==> src/rtl/bisl_pkg.sv <==
package bisl_pkg;

  localparam int unsigned LimitWidth = 21;
  localparam logic [LimitWidth-1:0] LimitReset = 21'd16384;

  localparam logic [7:0] SigByte0 = 8'h43;
  localparam logic [7:0] SigByte1 = 8'h59;

  localparam logic [31:0] AddrStep = 32'd4;

  // parse phases
  localparam logic [2:0] PH_IDLE  = 3'd0;
  localparam logic [2:0] PH_COUNT = 3'd1;
  localparam logic [2:0] PH_ADDR  = 3'd2;
  localparam logic [2:0] PH_DATA  = 3'd3;
  localparam logic [2:0] PH_JUMP  = 3'd4;
  localparam logic [2:0] PH_CHECK = 3'd5;

  // result kinds
  localparam logic [2:0] KIND_WRITE    = 3'd0;
  localparam logic [2:0] KIND_GOOD     = 3'd1;
  localparam logic [2:0] KIND_BAD_SIG  = 3'd2;
  localparam logic [2:0] KIND_TOO_LONG = 3'd3;
  localparam logic [2:0] KIND_MISMATCH = 3'd4;

  typedef struct packed {
    logic [31:0] image_word;
    logic        start_of_image;
  } bisl_in_t;

  typedef struct packed {
    logic [2:0]  result_kind;
    logic [31:0] target_address;
    logic [31:0] write_data;
  } bisl_out_t;

endpackage

==> src/rtl/boot_image_stream_loader_top.sv <==
// a beat taken at the input gives its result beat through the input register,
// then parse logic into the output register
// throughput: one beat per cycle; only a stalled output slows the input
// reset (rst_n, synchronous): parser idle waiting for a start word, sum,
// address, count and jump address cleared, segment limit back to 16384 words
module boot_image_stream_loader_top import bisl_pkg::*; (
  input  logic                  clk,
  input  logic                  rst_n,
  // configuration: segment length limit
  input  logic                  cfg_wr_en,
  input  logic [LimitWidth-1:0] cfg_wr_data,
  // image word beats
  input  logic                  in_valid,
  output logic                  in_stall,
  input  bisl_in_t              in_item,
  // ram write / status beats
  output logic                  out_valid,
  input  logic                  out_stall,
  output bisl_out_t             out_item
);

  logic [LimitWidth-1:0] limit_r;
  logic                  hold_valid_r, hold_valid_nxt;
  bisl_in_t              hold_item_r;
  logic                  out_valid_r, out_valid_nxt;
  bisl_out_t             out_item_r;
  logic                  out_free;
  logic                  step;
  logic                  in_take;
  logic                  res_valid;
  bisl_out_t             res;

  // output register can load when empty or being drained this cycle
  assign out_free = !out_valid_r || !out_stall;
  // held word is parsed when its result (if any) has a place to go
  assign step     = hold_valid_r && out_free;
  // input register frees up as soon as its word is parsed
  assign in_stall = hold_valid_r && !out_free;
  assign in_take  = in_valid && !in_stall;

  always_comb begin
    hold_valid_nxt = hold_valid_r;
    if (in_take) begin
      hold_valid_nxt = 1'b1;
    end else if (step) begin
      hold_valid_nxt = 1'b0;
    end
  end

  always_comb begin
    out_valid_nxt = out_valid_r;
    if (out_free) begin
      out_valid_nxt = step && res_valid;
    end
  end

  // limit register keeps only the low bits by port width
  always_ff @(posedge clk) begin
    if (!rst_n) begin
      limit_r <= LimitReset;
    end else if (cfg_wr_en) begin
      limit_r <= cfg_wr_data;
    end
  end

  always_ff @(posedge clk) begin
    if (!rst_n) begin
      hold_valid_r <= 1'b0;
      out_valid_r  <= 1'b0;
    end else begin
      hold_valid_r <= hold_valid_nxt;
      out_valid_r  <= out_valid_nxt;
    end
  end

  // payload registers
  always_ff @(posedge clk) begin
    if (in_take) begin
      hold_item_r <= in_item;
    end
    if (step && res_valid && out_free) begin
      out_item_r <= res;
    end
  end

  // signature check, segment walk, checksum compare
  bisl_parse u_parse (
    .clk       (clk),
    .rst_n     (rst_n),
    .step      (step),
    .item      (hold_item_r),
    .limit     (limit_r),
    .res_valid (res_valid),
    .res       (res)
  );

  assign out_valid = out_valid_r;
  assign out_item  = out_item_r;

endmodule

==> src/rtl/bisl_parse.sv <==
module bisl_parse import bisl_pkg::*; (
  input  logic                  clk,
  input  logic                  rst_n,
  input  logic                  step,
  input  bisl_in_t              item,
  input  logic [LimitWidth-1:0] limit,
  output logic                  res_valid,
  output bisl_out_t             res
);

  logic [2:0]            phase_r, phase_nxt;
  logic [LimitWidth-1:0] left_r, left_nxt;
  logic [31:0]           addr_r, addr_nxt;
  logic [31:0]           sum_r, sum_nxt;
  logic [31:0]           jump_r, jump_nxt;
  logic [LimitWidth-1:0] left_dec;
  logic                  sig_ok;
  logic                  too_long;

  assign sig_ok   = (item.image_word[7:0] == SigByte0) && (item.image_word[15:8] == SigByte1);
  assign too_long = item.image_word > {{(32-LimitWidth){1'b0}}, limit};
  assign left_dec = left_r - {{(LimitWidth-1){1'b0}}, 1'b1};

  always_comb begin
    phase_nxt = phase_r;
    left_nxt  = left_r;
    addr_nxt  = addr_r;
    sum_nxt   = sum_r;
    jump_nxt  = jump_r;
    res_valid = 1'b0;
    res       = '0;
    if (item.start_of_image) begin
      sum_nxt  = '0;
      left_nxt = '0;
      if (sig_ok) begin
        phase_nxt = PH_COUNT;
      end else begin
        phase_nxt       = PH_IDLE;
        res_valid       = 1'b1;
        res.result_kind = KIND_BAD_SIG;
      end
    end else begin
      unique case (phase_r)
        PH_COUNT: begin
          if (item.image_word == '0) begin
            phase_nxt = PH_JUMP;
          end else if (too_long) begin
            phase_nxt       = PH_IDLE;
            res_valid       = 1'b1;
            res.result_kind = KIND_TOO_LONG;
          end else begin
            left_nxt  = item.image_word[LimitWidth-1:0];
            phase_nxt = PH_ADDR;
          end
        end
        PH_ADDR: begin
          addr_nxt  = item.image_word;
          phase_nxt = PH_DATA;
        end
        PH_DATA: begin
          sum_nxt  = sum_r + item.image_word;
          addr_nxt = addr_r + AddrStep;
          left_nxt = left_dec;
          if (left_dec == '0) begin
            phase_nxt = PH_COUNT;
          end
          res_valid          = 1'b1;
          res.result_kind    = KIND_WRITE;
          res.target_address = addr_r;
          res.write_data     = item.image_word;
        end
        PH_JUMP: begin
          jump_nxt  = item.image_word;
          phase_nxt = PH_CHECK;
        end
        PH_CHECK: begin
          phase_nxt = PH_IDLE;
          res_valid = 1'b1;
          if (item.image_word == sum_r) begin
            res.result_kind    = KIND_GOOD;
            res.target_address = jump_r;
          end else begin
            res.result_kind = KIND_MISMATCH;
          end
        end
        default: begin
          phase_nxt = PH_IDLE;
        end
      endcase
    end
  end

  always_ff @(posedge clk) begin
    if (!rst_n) begin
      phase_r <= PH_IDLE;
      left_r  <= '0;
      addr_r  <= '0;
      sum_r   <= '0;
      jump_r  <= '0;
    end else if (step) begin
      phase_r <= phase_nxt;
      left_r  <= left_nxt;
      addr_r  <= addr_nxt;
      sum_r   <= sum_nxt;
      jump_r  <= jump_nxt;
    end
  end

endmodule

==> config.mk <==
export PLATFORM = sky130hd
export DESIGN_NAME = boot_image_stream_loader_top
export DESIGN_NICKNAME = d
export VERILOG_FILES = /design/src/rtl/bisl_pkg.sv /design/src/rtl/boot_image_stream_loader_top.sv /design/src/rtl/bisl_parse.sv
export SDC_FILE = /design/constraint.sdc
export NUM_CORES = 1
export LEC_CHECK = 0
export BUFFER_PORTS_ARGS = -buffer_cell sky130_fd_sc_hd__buf_2
export CORE_AREA = 2 2 180 182
export CTS_CLUSTER_DIAMETER = 120
export DETAILED_ROUTE_END_ITERATION = 7
export DIE_AREA = 0 0 182 184
export GPL_TIMING_DRIVEN = 0
export PLACE_DENSITY = 0.66
export SLEW_MARGIN = 20
export SYNTH_ARGS = -nofsm -noshare
export SYNTH_HDL_FRONTEND = slang
export SYNTH_SLANG_ARGS = --single-unit
==> constraint.sdc <==
create_clock -name clk -period 3.4 [get_ports clk]
set_input_delay 0.34 -clock clk [delete_from_list [all_inputs] [get_ports clk]]
set_output_delay 0.34 -clock clk [all_outputs]
set_load 0.05 [all_outputs]
Word-level counts from Yosys, hierarchy flattened
Index checks and enable logic that the tools add are counted.
- add/subtract/negate cells: 3
- $mul: 0
- div/mod/pow operators: 0
- order comparisons: 1
- eq/ne operators: 11
- shifts and indexed selects: 0
- multiplexer cells: 28
- bitwise logic cells: 2
- reductions and logical operators: 24
- operators with widths (kind ; count):
    case mux 32 bit (2 select lines) ; 2
    two-way mux 32 bit ; 3
    two-way mux 21 bit ; 3
    case mux 21 bit (2 select lines) ; 1
    adder 32 x 3 -> 32 bit (second input constant) ; 1
    adder 32 bit ; 1
    == test 32 bit ; 1
    > comparator 32 x 21 -> 1 bit ; 1
    logical NOT 32 bit ; 1
    logical NOT 21 bit ; 1
    subtractor 21 x 1 -> 21 bit (second input constant) ; 1
    two-way mux 3 bit ; 6
    == test 8 x 7 -> 1 bit (second input constant) ; 2
    case mux 3 bit (4 select lines) ; 1
    two-way mux 1 bit ; 7
    == test 3 x 2 -> 1 bit (second input constant) ; 2
    == test 3 bit (second input constant) ; 2
    logical AND 1 bit ; 6
    two-way mux 2 bit ; 3
    inequality test 3 bit (second input constant) ; 2
    case mux 3 bit (2 select lines) ; 1
    AND reduction 3 bit ; 2
    nonzero test 2 bit ; 3
    logical NOT 1 bit ; 4
    9 further kinds ; 12
- register bits: 243
- latch bits: 0
- memory bits (writable): 0
- memory bits (read-only): 0
- input port bits: 59
- word-level logic and storage cells: 82
- memories kept: 0

Logic depth before layout (Yosys ltp)
Gate-level depths: netlist of run 1.
- word-level depth: 7
- gate-level depth with buffers: 12
- gate-level depth less buffers: 11

By module
From an unflattened synthesis of run 1, not the netlist that was laid out.
- cells, all modules: 1376
- area, all modules: 12587.1 sq um
- modules (own cells, without submodules) (module ; instances ; cells each ; area an instance (sq um) ; sequential area each (sq um)):
    bisl_parse ; 1 ; 1198 ; 8679.6 ; 2402.3
    boot_image_stream_loader_top ; 1 ; 178 ; 3907.5 ; 3463.3

Worst setup path before layout of run 1
OpenSTA, ideal clock, no wires.
- kind: reg2reg
- start point: register hold_item_r[2] (netlist bit)
- end point: register out_item_r, in the netlist out_item[0], enable pin
- arrival: 3314 ps
- data required time: 2969 ps
- path slack: -344 ps
- stages on the path, launching flop included: 10
- clock period less this slack: 3744 ps
- cell sequence: edfxtp_1 > ha_1 > nor2b_1 > o21a_1 > o21a_1 > o21bai_1 > a21oi_1 > o21ai_1 > o21ai_0 > o2111a_1
- longest elaborated chain between the ends: 7
- elaborated cells between the ends (all ways): 11
- those cells by class: 1 x order compare; 1 x eq/ne; 5 x mux; 4 x reduce/logical
- RTL lines (what ; line ; RTL):
    start: declaration ; boot_image_stream_loader_top.sv:24 ; bisl_in_t hold_item_r;
    start signal: assignment ; boot_image_stream_loader_top.sv:79 ; hold_item_r <= in_item;
    > comparator 32 x 21 -> 1 bit ; bisl_parse.sv:21 ; assign too_long = item.image_word > {{(32-LimitWidth){1'b0}}, limit};
    two-way mux 1 bit ; bisl_parse.sv:47 ; end else if (too_long) begin
    two-way mux 1 bit ; bisl_parse.sv:45 ; if (item.image_word == '0) begin
    case mux 1 bit (2 select lines) ; bisl_parse.sv:43 ; unique case (phase_r)
    two-way mux 1 bit (*) ; bisl_parse.sv:32 ; if (item.start_of_image) begin
    logical AND 1 bit (*) (2 in a row) ; boot_image_stream_loader_top.sv:81 ; if (step && res_valid && out_free) begin
    end signal: assignment ; boot_image_stream_loader_top.sv:82 ; out_item_r <= res;
    end: declaration ; boot_image_stream_loader_top.sv:26 ; bisl_out_t out_item_r;
Every way passes the cells marked *; elsewhere a longest branch is shown, timed or not.
A chain may end at the register's enable or synchronous reset.

Worst setup path after layout of run 1
- start point: register hold_item_r[2] (netlist bit)
- end point: register u_parse.left_r[9]
- longest elaborated chain between the ends: 3
- elaborated cells between the ends (all ways): 5
- those cells by class: 1 x order compare; 2 x eq/ne; 2 x reduce/logical
- RTL lines (what ; line ; RTL):
    > comparator 32 x 21 -> 1 bit / logical NOT 32 bit (equally long branches) ; bisl_parse.sv:21, bisl_parse.sv:45 ;
    inequality test 3 bit (no source line) ; -- ;
    AND reduction 4 bit (no source line) (*) ; -- ;
    end signal: assignment ; bisl_parse.sv:102 ; left_r <= left_nxt;
    end: declaration ; bisl_parse.sv:12 ; logic [LimitWidth-1:0] left_r, left_nxt;
Marks and branches as above.

==> run summary, run 1 <==
The flow ran to the end, and the final reports show no timing, DRC or antenna violations. The origin of the critical flop-to-flop path was hold_item_r[2]. Critical path's largest stage delay: 0.72 ns. For the level count of the clock H-tree, the log shows 1. The met3 wire length was 3970 um. The minimum period implied by the final worst setup slack came out at 3.32 ns.

The CTS buffer count was 27. Final critical-path share of the clock period: 0.976. The number of global-route vias before repair was 11000. The sequential cells in the finished layout cover a total of 5870 sq um.

In this run the standard cell core region covers 31400 sq um. The top-area cell type share of the netlist area is 0.241. The run gives 65 as the count of standard-cell rows. Setup repair after global routing left no endpoint under its margin. Post-synthesis sequential element count: 243. IR analysis of the VDD net gives a maximum drop of 368 uV. For the worst setup path, the data arrival time is 3.77 ns. The largest individual stage delay along the critical path comes from the cell sky130_fd_sc_hd__edfxtp_1. The worst setup path is launched from a flop.

The final core utilization is 0.481, and the worst setup slack for register-to-register paths is 0.08 ns. The sequential area share after synthesis was 0.471; the leakage component of the power was 0.00568 uW. Starting density of the core: 0.397. The kind of capture point of the worst setup path was a flop.

The number of search-and-repair iterations in the first detailed-routing pass came out at 6. The relative slew slack is 0.235. Counting stages on the worst path, the most repeated cell is sky130_fd_sc_hd__o21a_1. The mapped netlist covers 12500 sq um.

During synthesis, Yosys emitted a total of 0 warnings. The run gives 33500 sq um as the die area. The first global-routing pass estimated 60900 um of wire.

The area of the multi-input gates came out at 6140 sq um. The class of the tightest hold or removal check was primary input to flop. For the number of routed nets with antenna violations, the log shows 0. For this design the top-level I/O count stands at 128.

On the critical path the largest part of the delay comes from compound AO/OA/AOI/OAI gates. The fraction of synthesis flops using an asynchronous set or reset pin works out to 0. For the placed wire-length estimate after detailed placement, the log shows 28200 um.

The final hold violation count came out at 0. Static timing analysis puts the maximum clock frequency at 0.301 GHz. The number of vias after detailed routing is 11600, and the max-capacitance violation count is 0. The maximum fanout along the worst path works out to 10. Most area-hungry cell type in the Yosys netlist: sky130_fd_sc_hd__edfxtp_1. The logs give 1 for the number of antenna violations at the first check in global routing and 1384 for the instance count of the mapped netlist. Clock skew on the completed layout was measured at 0.0157 ns.

By count the netlist is led by sky130_fd_sc_hd__nor2_1 (164), sky130_fd_sc_hd__nand2_1 (148), sky130_fd_sc_hd__dfxtp_1 (143), sky130_fd_sc_hd__a21oi_1 (120), sky130_fd_sc_hd__edfxtp_1 (100). In this run the horizontal extent of the chip is 182 um. The actual transition at the worst max-transition pin is 1.14 ns, and the vias per cell is 5.73. The class of the most critical setup path was flop to flop.

The clock-pin slew on the worst setup and hold paths is 0.06 ns, and the global-route congestion overflow total is 0. Hold path startpoint: cfg_wr_data[8]. The number of antenna diodes in the final layout is 0. The clock root buffer master is sky130_fd_sc_hd__clkbuf_16.

Relative to the synthesized area, the layout overhead comes to 21.2%. The tools report the hold-critical path endpoint as limit_r[8]. Data on the critical path is required at its endpoint by 3.85 ns.

Setup violations remaining at the end of the flow were counted as 0. The tools report the number of nets in the final layout as 1713. During placement, the flow inserted port buffers numbering 126. The number of inserted filler cells in the final layout is 2999. Routability-driven placement finished with a final weighted congestion of 0.993. Met2 wire length: 18200 um.

The detailed router used layers up to and including met4. The DRC violations left is 0. Total power for the finished layout comes to 6830 uW. Counting every sink on the clock net gives 243. Traced cell by cell, the critical path runs through ha_1 -> nor2b_1 -> o21a_1 -> o21a_1 -> o21bai_1 -> a21oi_1 -> o21ai_2 -> a211o_2 -> nand2_1 -> clkbuf_1 -> o31ai_1. The average instance in the mapped netlist occupies 9.01 sq um. For this block, wires on met1 add up to 16200 um. Yosys attributes the largest share of cell area to sky130_fd_sc_hd__edfxtp_1 (24%), sky130_fd_sc_hd__dfxtp_1 (23%), sky130_fd_sc_hd__ha_1 (5.5%). The fraction of layout cells with a size suffix above 1 was 0.140; the routed wire length per instance was 19.8 um. In the post-synthesis netlist, the cell with the most instances is sky130_fd_sc_hd__nor2_1. The number of different library cells used by synthesis comes to 73. Power spread over the standard cell area amounts to 452 nW/um^2. The final number of max-transition violations is 0.

The tools report the final wirelength as 39900 um. The vertical extent of the die is 184 um, and the number of enable-type register cells in the synthesized netlist is 100. For this block, the initial DRC count from the detailed router was 1130. Largest net degree at the start of global routing: 32.

The number of cells on the worst reg-to-reg path was 11; the all-layer global routing usage was 0.233. The clock passes through at most 3 buffers. TritonCTS built the clock tree.

Among all flip-flop cells after synthesis, the most frequent one is sky130_fd_sc_hd__dfxtp_1. Counting instances, the worst hold path has a depth of 3. The worst path buffer plus inverter count is 1. Counting every net in the synthesized netlist gives 1499.

The clock reaches the later pin of the worst-skew pair after 0.55 ns. The endpoint identified for the worst register-to-register timing path is u_parse.left_r[9].
[power breakdown]
group	total, uW	internal [uW]	switching, uW
registers	3180	3100	77.5
clock network	3010	1760	1240
logic	651	233	418
[tightest hold or removal path, delay by kind of cell]
family	cells	cell delay, ns
muxes	1	0.06
buffers and inverters	1	0.08
and+or+nand+nor	1	0.07
[flip-flops by register name, summed over array words and instances, names as in the netlist]
signal and count:
u_parse.left_r 21, out_item 67, u_parse.jump_r 32, hold_valid_r 1
u_parse.addr_r 32, u_parse.phase_r 3, hold_item_r 33, out_valid 1
u_parse.sum_r 32, limit_r 21
[worst max-delay path by stage]
| stage | from | endpoint | cells past startpoint |
|---|---|---|---|
| 6_report | hold_item_r[2] | u_parse.left_r[9] | 11 |
| 2_1_floorplan | hold_item_r[2] | out_item[0] | 9 |
| 3_3_place_gp | hold_item_r[15] | out_item[55] | 7 |
| 5_1_grt | hold_item_r[6] | u_parse.sum_r[31] | 10 |
| 3_5_place_dp | hold_item_r[18] | u_parse.left_r[9] | 11 |
| 4_1_cts | hold_item_r[1] | u_parse.sum_r[30] | 11 |
[area by class of cell]
| cell class | count | share of cell area |
|---|---|---|
| Buffer | 86 | 0.0223 |
| Clock buffer | 30 | 0.0455 |
| Clock inverter | 19 | 0.0144 |
| Inverter | 39 | 0.00969 |
| Multi-Input combinational cell | 1016 | 0.407 |
| Sequential cell | 243 | 0.388 |
| Tap cell | 402 | 0.0333 |
| Timing Repair Buffer | 185 | 0.0800 |
[cell usage in the layout, fill, tap and decap left out, drive strengths merged, types with 6 or more instances in the layout]
master	n
buf	169
nor2	164
nand2	148
dfxtp	143
a21oi	120
edfxtp	100
clkbuf	99
o21ai	72
a22oi	58
ha	55
nand3	41
inv	37
and2	36
dlygate4sd3	33
nor3	31
xnor2	26
nor4	24
mux2i	20
nand4	19
a21o	18
xor2	16
o211ai	15
clkinv	12
a211oi	11
nor2b	11
o31ai	11
and3	10
o22ai	9
or3	8
nand2b	8
a31oi	7
o311ai	7
o21a	6
and4	6
[what timing repair did]
action | 4_1_cts | 5_1_grt
resized for setup | 3 | 10
hold buffers | 32 | 1
pin swaps | 0 | 0
hold endpoints to repair | 32 | 1
setup buffers | 2 | 21
endpoints found under the setup margin | 65 | 51
[metrics by stage]
stage                     hold slack [ns]  setup slack (ns)  TNS [ns]  instances  cell area (sq um)
final                              0.0372            0.0822         0       2020              15100
after global routing               0.0447           0.00464         0       2020              15100
after CTS                         0.00386           0.00783         0       1998              14900
after detailed placement            0.446            -0.255     -2.39       1915              13700
after global placement              0.440            -0.520    -40.38       1912              13600
after floorplan                     0.429             0.340         0       1384              12500
[routing by layer]
layer | vias to the layer above | GRT usage
met5 | - | 0
met4 | 0 | 0.0994
met3 | 114 | 0.0499
met2 | 562 | 0.381
met1 | 5426 | 0.299
li1 | 5473 | -
[cells by family (layout without fill, tap and decap cells)]
group	after synthesis	after routing	share of synthesized area
muxes	21	21	0.0170
adders and majority gates	56	56	0.0568
and+or+nand+nor	523	523	0.196
xor gates and xnor gates	42	42	0.0295
DFF	243	243	0.471
AOI/OAI and AO/OA	374	374	0.191
buffers and inverters	125	359	0.0384
Note: power is estimated with default switching activity, not from simulation.
==> inputs of run 2 (changes only) <==
--- a/config.mk
+++ b/config.mk
@@ -12,6 +12,7 @@
 export DIE_AREA = 0 0 182 184
 export GPL_TIMING_DRIVEN = 0
 export PLACE_DENSITY = 0.66
+export RECOVER_POWER = 100
 export SLEW_MARGIN = 20
 export SYNTH_ARGS = -nofsm -noshare
 export SYNTH_HDL_FRONTEND = slang
==> run 2 against run 1 <==
Effect of this change: clock power is essentially flat; highest routed layer unchanged; global-route usage unchanged; fmax decreased by 1.4%; die area unchanged; wire length is 0.33% higher; core utilization is 0.47 points lower; critical endpoint is now u_parse.sum_r[31]; total power decreased by 0.18%; non-clock buffer count unchanged; critical path depth down 1; combinational power down 2%.
==> run summary, run 2 (synthesis results as in run 1) <==
The flow ran to the end, and the final reports show no timing, DRC or antenna violations. Setup repair after global routing left no endpoint under its margin. The number of global-route vias before repair is 11000 (unchanged), and the maximum fanout along the worst path is 6 (-4).

The power density over the cells is 456 nW/um^2 (+0.80%), and the number of failing setup endpoints in the final timing report is 0 (unchanged). Final estimated routing congestion in global placement: 0.993 (unchanged). The final critical-path share of the clock period came out at 0.990 (+0.0143). The placed wire-length estimate after detailed placement is 28200 um (unchanged), and the data arrival time of the worst path is 3.84 ns (+0.07 ns).

In this run the worst hold path is classified as primary input to flop. Horizontal extent of the die: 182 um (unchanged). For the DRC violations left, the log shows 0 (unchanged).

For the final wirelength, the log shows 40000 um (+0.33%). The final antenna diode count was 0 (unchanged); the area of the multi-input gates was 6130 sq um (-0.20%). The tools report the number of DRC markers in iteration 0 as 1200 (+6.2%). The starting density of the core was 0.397 (unchanged). The global-route congestion overflow total was 0 (unchanged).

The largest buffer count on any clock path is 3 (unchanged). The number of routed nets with antenna violations was 0 (unchanged); the level count of the clock H-tree was 1 (unchanged). The run gives 31400 sq um (unchanged) as the area of the placeable core. The clock sink count came out at 243 (unchanged). The signed area change from the synthesized netlist to the final layout came out at 20.0%. TritonCTS built the clock tree. The number of inserted filler cells in the final layout is 3042 (+1.4%), and the number of antenna violations at the first check in global routing is 1 (unchanged). The tools report the leakage component of the power as 0.00543 uW (-4.4%). For the max-capacitance violation count, the log shows 0 (unchanged).

The worst setup path is launched from a flop. The worst setup path is of the flop to flop kind. The vertical extent of the die is 184 um (unchanged). The routed wire length per instance is 19.8 um (+0.33%). The data required time of the critical path is 3.87 ns (+0.02 ns), and the final hold violation count is 0 (unchanged). The worst setup slack for register-to-register paths was 0.03 ns (-0.05 ns); the worst vdd rail ir drop was 368 uV (+0.21%).

The flip-flop count of the largest register after layout came out at 67 (unchanged). Fraction of layout cells with a size suffix above 1: 0.0939 (-0.0464). STA classifies the critical path endpoint as a flop. Upper clock frequency limit: 0.297 GHz (-1.4%). The library cell used most frequently in the layout, excluding fill and tap cells, is sky130_fd_sc_hd__nor2_1.

Leaving out fill and tap cells, the most frequent cells in the layout are sky130_fd_sc_hd__nor2_1 (164), sky130_fd_sc_hd__clkbuf_1 (154), sky130_fd_sc_hd__nand2_1 (148). The number of vias after detailed routing was 11600 (+0.29%). The area of all sequential standard cells is 5870 sq um (unchanged), and the setup clock skew after layout is 0.0139 ns (-0.00176 ns). The number of port buffers is 126 (unchanged), and the power after layout is 6820 uW (-0.18%). The final hold slack was 0.0330 ns (-0.00416 ns); the CTS buffer count was 27 (unchanged).

The largest net degree at the start of global routing was 32 (unchanged). Count of standard-cell rows: 65 (unchanged). The vias per cell was 5.75 (+0.29%). The actual transition at the worst max-transition pin works out to 1.45 ns (+0.317 ns).

The logs give 33500 sq um (unchanged) for the die area and 0.55 ns (about the same) for the latest clock arrival within the worst-skew pair. The all-layer global routing usage was 0.233 (unchanged). The top-level port count is 128 (unchanged). Clock-pin slew on the worst setup and hold paths: 0.07 ns (about the same). The final number of max-transition violations was 0 (unchanged); the minimum period implied by the final worst setup slack was 3.37 ns (+0.0485 ns). The tools report the wire length of the first global-routing pass as 60900 um (unchanged).

The tree is rooted in a sky130_fd_sc_hd__clkbuf_16. The number of nets in the final layout is 1713 (unchanged), and the number of search-and-repair iterations in the first detailed-routing pass is 8 (+2). For the relative slew slack, the log shows 0.0209 (-0.214).
[run 2: cell types whose count changed in the layout (fill, tap and decap cells not counted), sizes merged]
cell,previous run,this run
buf,169,82
clkbuf,99,186
[run 2: area by class of cell]
class,instances,area share
inverter,39,0.00978
multi-input combinational,1016,0.410
buffer,86,0.0225
clock inverter,19,0.0146
sequential,243,0.392
tap,402,0.0336
clock buffer,30,0.0459
timing repair buffer,185,0.0718
[run 2: routing by layer]
metal	vias up	share of wire	routed length (um)	GRT usage
li1	5463	-	-	-
met3	109	0.10	4000	0.0499
met2	570	0.46	18200	0.381
met4	0	0.037	1480	0.0994
met5	-	0	0	0
met1	5467	0.41	16300	0.299
[run 2: per-stage QoR]
step           area, sq um  worst slack (ns)  TNS (ns)  cells  utilization
2_1_floorplan        12500             0.340         0   1384            -
3_3_place_gp         13600            -0.520    -40.38   1912        0.433
3_5_place_dp         13700            -0.255     -2.39   1915        0.436
4_1_cts              14900           0.00783         0   1998        0.475
5_1_grt              15000           0.00406         0   2020        0.477
6_report             15000            0.0337         0   2020        0.477
[run 2: path summary, 6_finish.rpt]
path | from | to | cells after the start
hold / removal | cfg_wr_data[8] | limit_r[8] | 3
setup / recovery | hold_item_r[11] | u_parse.sum_r[31] | 10
setup reg to reg | hold_item_r[11] | u_parse.sum_r[31] | 10
hold reg to reg | u_parse.jump_r[28] | u_parse.jump_r[28] | 2
[run 2: worst max-delay path, stage by stage, from the launching register on]
cell,delay (ns)
sky130_fd_sc_hd__edfxtp_1,0.59
sky130_fd_sc_hd__ha_1,0.47
sky130_fd_sc_hd__and3_1,0.26
sky130_fd_sc_hd__and2_4,0.17
sky130_fd_sc_hd__a221o_1,0.30
sky130_fd_sc_hd__a32o_2,0.31
sky130_fd_sc_hd__a41oi_2,0.31
sky130_fd_sc_hd__a21o_2,0.20
sky130_fd_sc_hd__a211oi_1,0.09
sky130_fd_sc_hd__or4_1,0.43
sky130_fd_sc_hd__a31oi_1,0.15
[run 2: report_power, final]
part / switching (uW) / internal, uW
logic: 418 / 218
registers: 78.4 / 3100
clock network: 1240 / 1760
[run 2: repair_timing]
| action | in CTS | in global routing |
|---|---|---|
| gates resized for setup | 3 | 10 |
| gates cloned | 0 | 0 |
| hold buffers | 32 | 1 |
| hold endpoints to repair | 32 | 1 |
| setup endpoints to repair | 65 | 51 |
| setup buffers | 2 | 21 |
| pin swaps | 0 | 0 |
==> inputs of run 3 (changes only) <==
--- a/config.mk
+++ b/config.mk
@@ -7,6 +7,7 @@
 export LEC_CHECK = 0
 export BUFFER_PORTS_ARGS = -buffer_cell sky130_fd_sc_hd__buf_2
 export CORE_AREA = 2 2 180 182
+export CTS_BUF_LIST = sky130_fd_sc_hd__clkbuf_8
 export CTS_CLUSTER_DIAMETER = 120
 export DETAILED_ROUTE_END_ITERATION = 7
 export DIE_AREA = 0 0 182 184
==> run 3 against run 2 <==
Effect of this change: the flow now finishes with violations (capacitance limit, slew limit); die area unchanged; non-clock buffer count increased by 7; count of clock-buffer cells in the layout increased by 16; core utilization increased by 0.32 points; sequential share of layout area decreased by 0.26 points; critical path type unchanged; highest routed layer unchanged.
==> run summary, run 3 (synthesis results as in run 1) <==
The run finished, with violations left. The final reports fail on capacitance limit, slew limit. The clock-pin slew on the worst setup and hold paths is 0.06 ns (about the same).

In the layout the commonest cells are sky130_fd_sc_hd__nor2_1 (164), sky130_fd_sc_hd__clkbuf_1 (150), sky130_fd_sc_hd__nand2_1 (148). The run gives 0.06 ns (+0.03 ns) as the worst setup slack for register-to-register paths. The horizontal extent of the die works out to 182 um (unchanged). The data arrival time of the worst path is 3.82 ns (-0.02 ns), and the relative slew slack is -0.0197 (-0.0406). The final number of max-transition violations is 18 (+18).

Cell count of the worst hold path: 3 (unchanged). For the final antenna diode count, the log shows 0 (unchanged). The logs give 0.480 (+0.00323) for the final core utilization and 11800 (+1.8%) for the number of vias after detailed routing. The fraction of layout cells with a size suffix above 1 was 0.107 (+0.0129); the vertical extent of the die was 184 um (unchanged). The largest buffer count on any clock path is 3 (unchanged). Worst-case setup margin in the final layout: 0.0612 ns (+0.0274 ns).

STA classifies the critical path startpoint as a flop. The clock sink count was 243 (unchanged); the area of the placeable core was 31400 sq um (unchanged). TritonCTS built the clock tree. The run gives 2 (+1) as the number of antenna violations at the first check in global routing. The minimum period implied by the final worst setup slack was 3.34 ns (-0.0274 ns). The signed area change from the synthesized netlist to the final layout is 20.9%. The number of failing setup endpoints in the final timing report was 0 (unchanged). The signal on the critical path passes through ha_1 -> and3_1 -> and2_4 -> a221o_1 -> a32o_2 -> a41oi_2 -> a21o_2 -> a211oi_1 -> or4_1 -> a31oi_1. The critical path is of the flop to flop type. The number of port buffers was 126 (unchanged). The run gives 13700 sq um (unchanged) as the placed cell area.

The run gives 65 (unchanged) as the count of standard-cell rows. For the upper clock frequency limit, the log shows 0.300 GHz (+0.82%). The max-capacitance violation count is 2 (+2). Final wirelength: 40800 um (+1.9%). The most common cell after layout, fill and taps aside is sky130_fd_sc_hd__nor2_1. The global-route congestion overflow total came out at 0 (unchanged). The data required time of the critical path came out at 3.88 ns (about the same). The flip-flop count of the largest register after layout was 67 (unchanged); the power after layout was 6820 uW (about the same). The final hold slack was 0.0131 ns (-0.0200 ns); the number of DRC markers in iteration 0 was 1217 (+1.4%). The cell area after layout is 15100 sq um (+0.68%), and the actual transition at the worst max-transition pin is 1.53 ns (+0.0731 ns). The number of global-route vias before repair was 11300 (+2.6%). Setup repair after global routing left no endpoint under its margin.

The tools report the CTS buffer count as 43 (+59%). The number of nets in the final layout was 1736 (+1.3%); the placed wire-length estimate after detailed placement was 28200 um (unchanged). The top-level port count is 128 (unchanged), and the setup clock skew after layout is 0.0229 ns (+0.00895 ns).

The run gives 0.57 ns (+0.02 ns) as the latest clock arrival within the worst-skew pair. The run gives 33500 sq um (unchanged) as the die area. The largest net degree at the start of global routing came out at 32 (unchanged).

The clock root buffer master is sky130_fd_sc_hd__clkbuf_8. The run gives -0.255 ns (unchanged) as the worst slack at placement. The number of routed nets with antenna violations came out at 0 (unchanged). The number of cells on the worst reg-to-reg path works out to 10 (unchanged). Class of the tightest hold or removal check: primary input to flop.

Vias per cell: 5.74 (about the same). Launching instance or port of the critical path: hold_item_r[11]. The slowest stage of the critical path is the sky130_fd_sc_hd__edfxtp_1 cell. The power density over the cells works out to 453 nW/um^2 (-0.68%).

STA classifies the critical path endpoint as a flop. The critical path's largest stage delay was 0.59 ns (about the same); the starting density of the core was 0.397 (unchanged). The maximum fanout along the worst path came out at 6 (unchanged). The worst register-to-register path begins at hold_item_r[11]. The logs give 0.993 (unchanged) for the final estimated routing congestion in global placement and 0.239 (+0.00604) for the all-layer global routing usage. The run gives 2 (+1) as the level count of the clock H-tree.

The final critical-path share of the clock period was 0.982 (-0.00807); the final hold violation count was 0 (unchanged). The routed wire length per instance was 19.8 um (about the same). The hold path startpoint is cfg_wr_data[12]. For the DRC violations left, the log shows 0 (unchanged). The tools report the worst vdd rail ir drop as 318 uV (-14%). The number of search-and-repair iterations in the first detailed-routing pass came out at 6 (-2). The run gives 62200 um (+2.2%) as the wire length of the first global-routing pass.

The leakage component of the power came out at 0.00555 uW (+2.1%).
-- run 3: changes by cell type in the layout (fill, tap and decap cells not counted), moves of 4 or more --
| cell | change |
|---|---|
| sky130_fd_sc_hd__clkbuf_1 | -4 |
| sky130_fd_sc_hd__clkbuf_8 | +46 |
| sky130_fd_sc_hd__buf_4 | +6 |
| sky130_fd_sc_hd__inv_1 | +7 |
| sky130_fd_sc_hd__clkbuf_16 | -27 |
| sky130_fd_sc_hd__clkinv_1 | +8 |
-- run 3: metrics by stage --
step / setup TNS (ns) / cells
floorplan: 0 / 1384
global placement: -40.38 / 1912
detailed placement: -2.39 / 1915
CTS: 0 / 2046
global route: 0 / 2058
finish: 0 / 2058
-- run 3: cell type report --
cell class,instances,area (sq um)
Fill cell,3033,16300
Multi-Input combinational cell,1016,6140
Sequential cell,243,5870
Timing Repair Buffer,192,1130
Clock buffer,46,633
Tap cell,402,503
Buffer,86,338
Clock inverter,34,309
Inverter,39,146
-- run 3: where the power goes --
group          switching, uW  internal (uW)
clock                   1270           1720
sequential              68.5           3100
combinational            434            225
total                   1770           5050
-- run 3: final timing paths --
kind                  endpoint
max          u_parse.sum_r[31]
min                limit_r[12]
max reg2reg  u_parse.sum_r[31]
min reg2reg  u_parse.jump_r[7]
-- run 3: metal layers --
layer | routed length [um] | global-route usage | up-vias
li1 | - | - | 5532
met3 | 3760 | 0.0511 | 127
met1 | 16900 | 0.305 | 5592
met4 | 1890 | 0.121 | 0
met2 | 18300 | 0.384 | 572
met5 | 0 | 0 | -
-- run 3: timing repair --
item,CTS,global route
hold buffers,34,0
setup buffers,17,12
endpoints found under the setup margin,79,67
resized for setup,2,12
pin swaps,0,0
endpoints found under the hold margin,34,0
-- run 3: worst max-delay path: cells and delay by family (launching register included) --
family	cells	cell delay (ns)
AOI/OAI and AO/OA	6	1.34
adders and majority gates	1	0.47
DFF	1	0.59
and+or+nand+nor	3	0.86
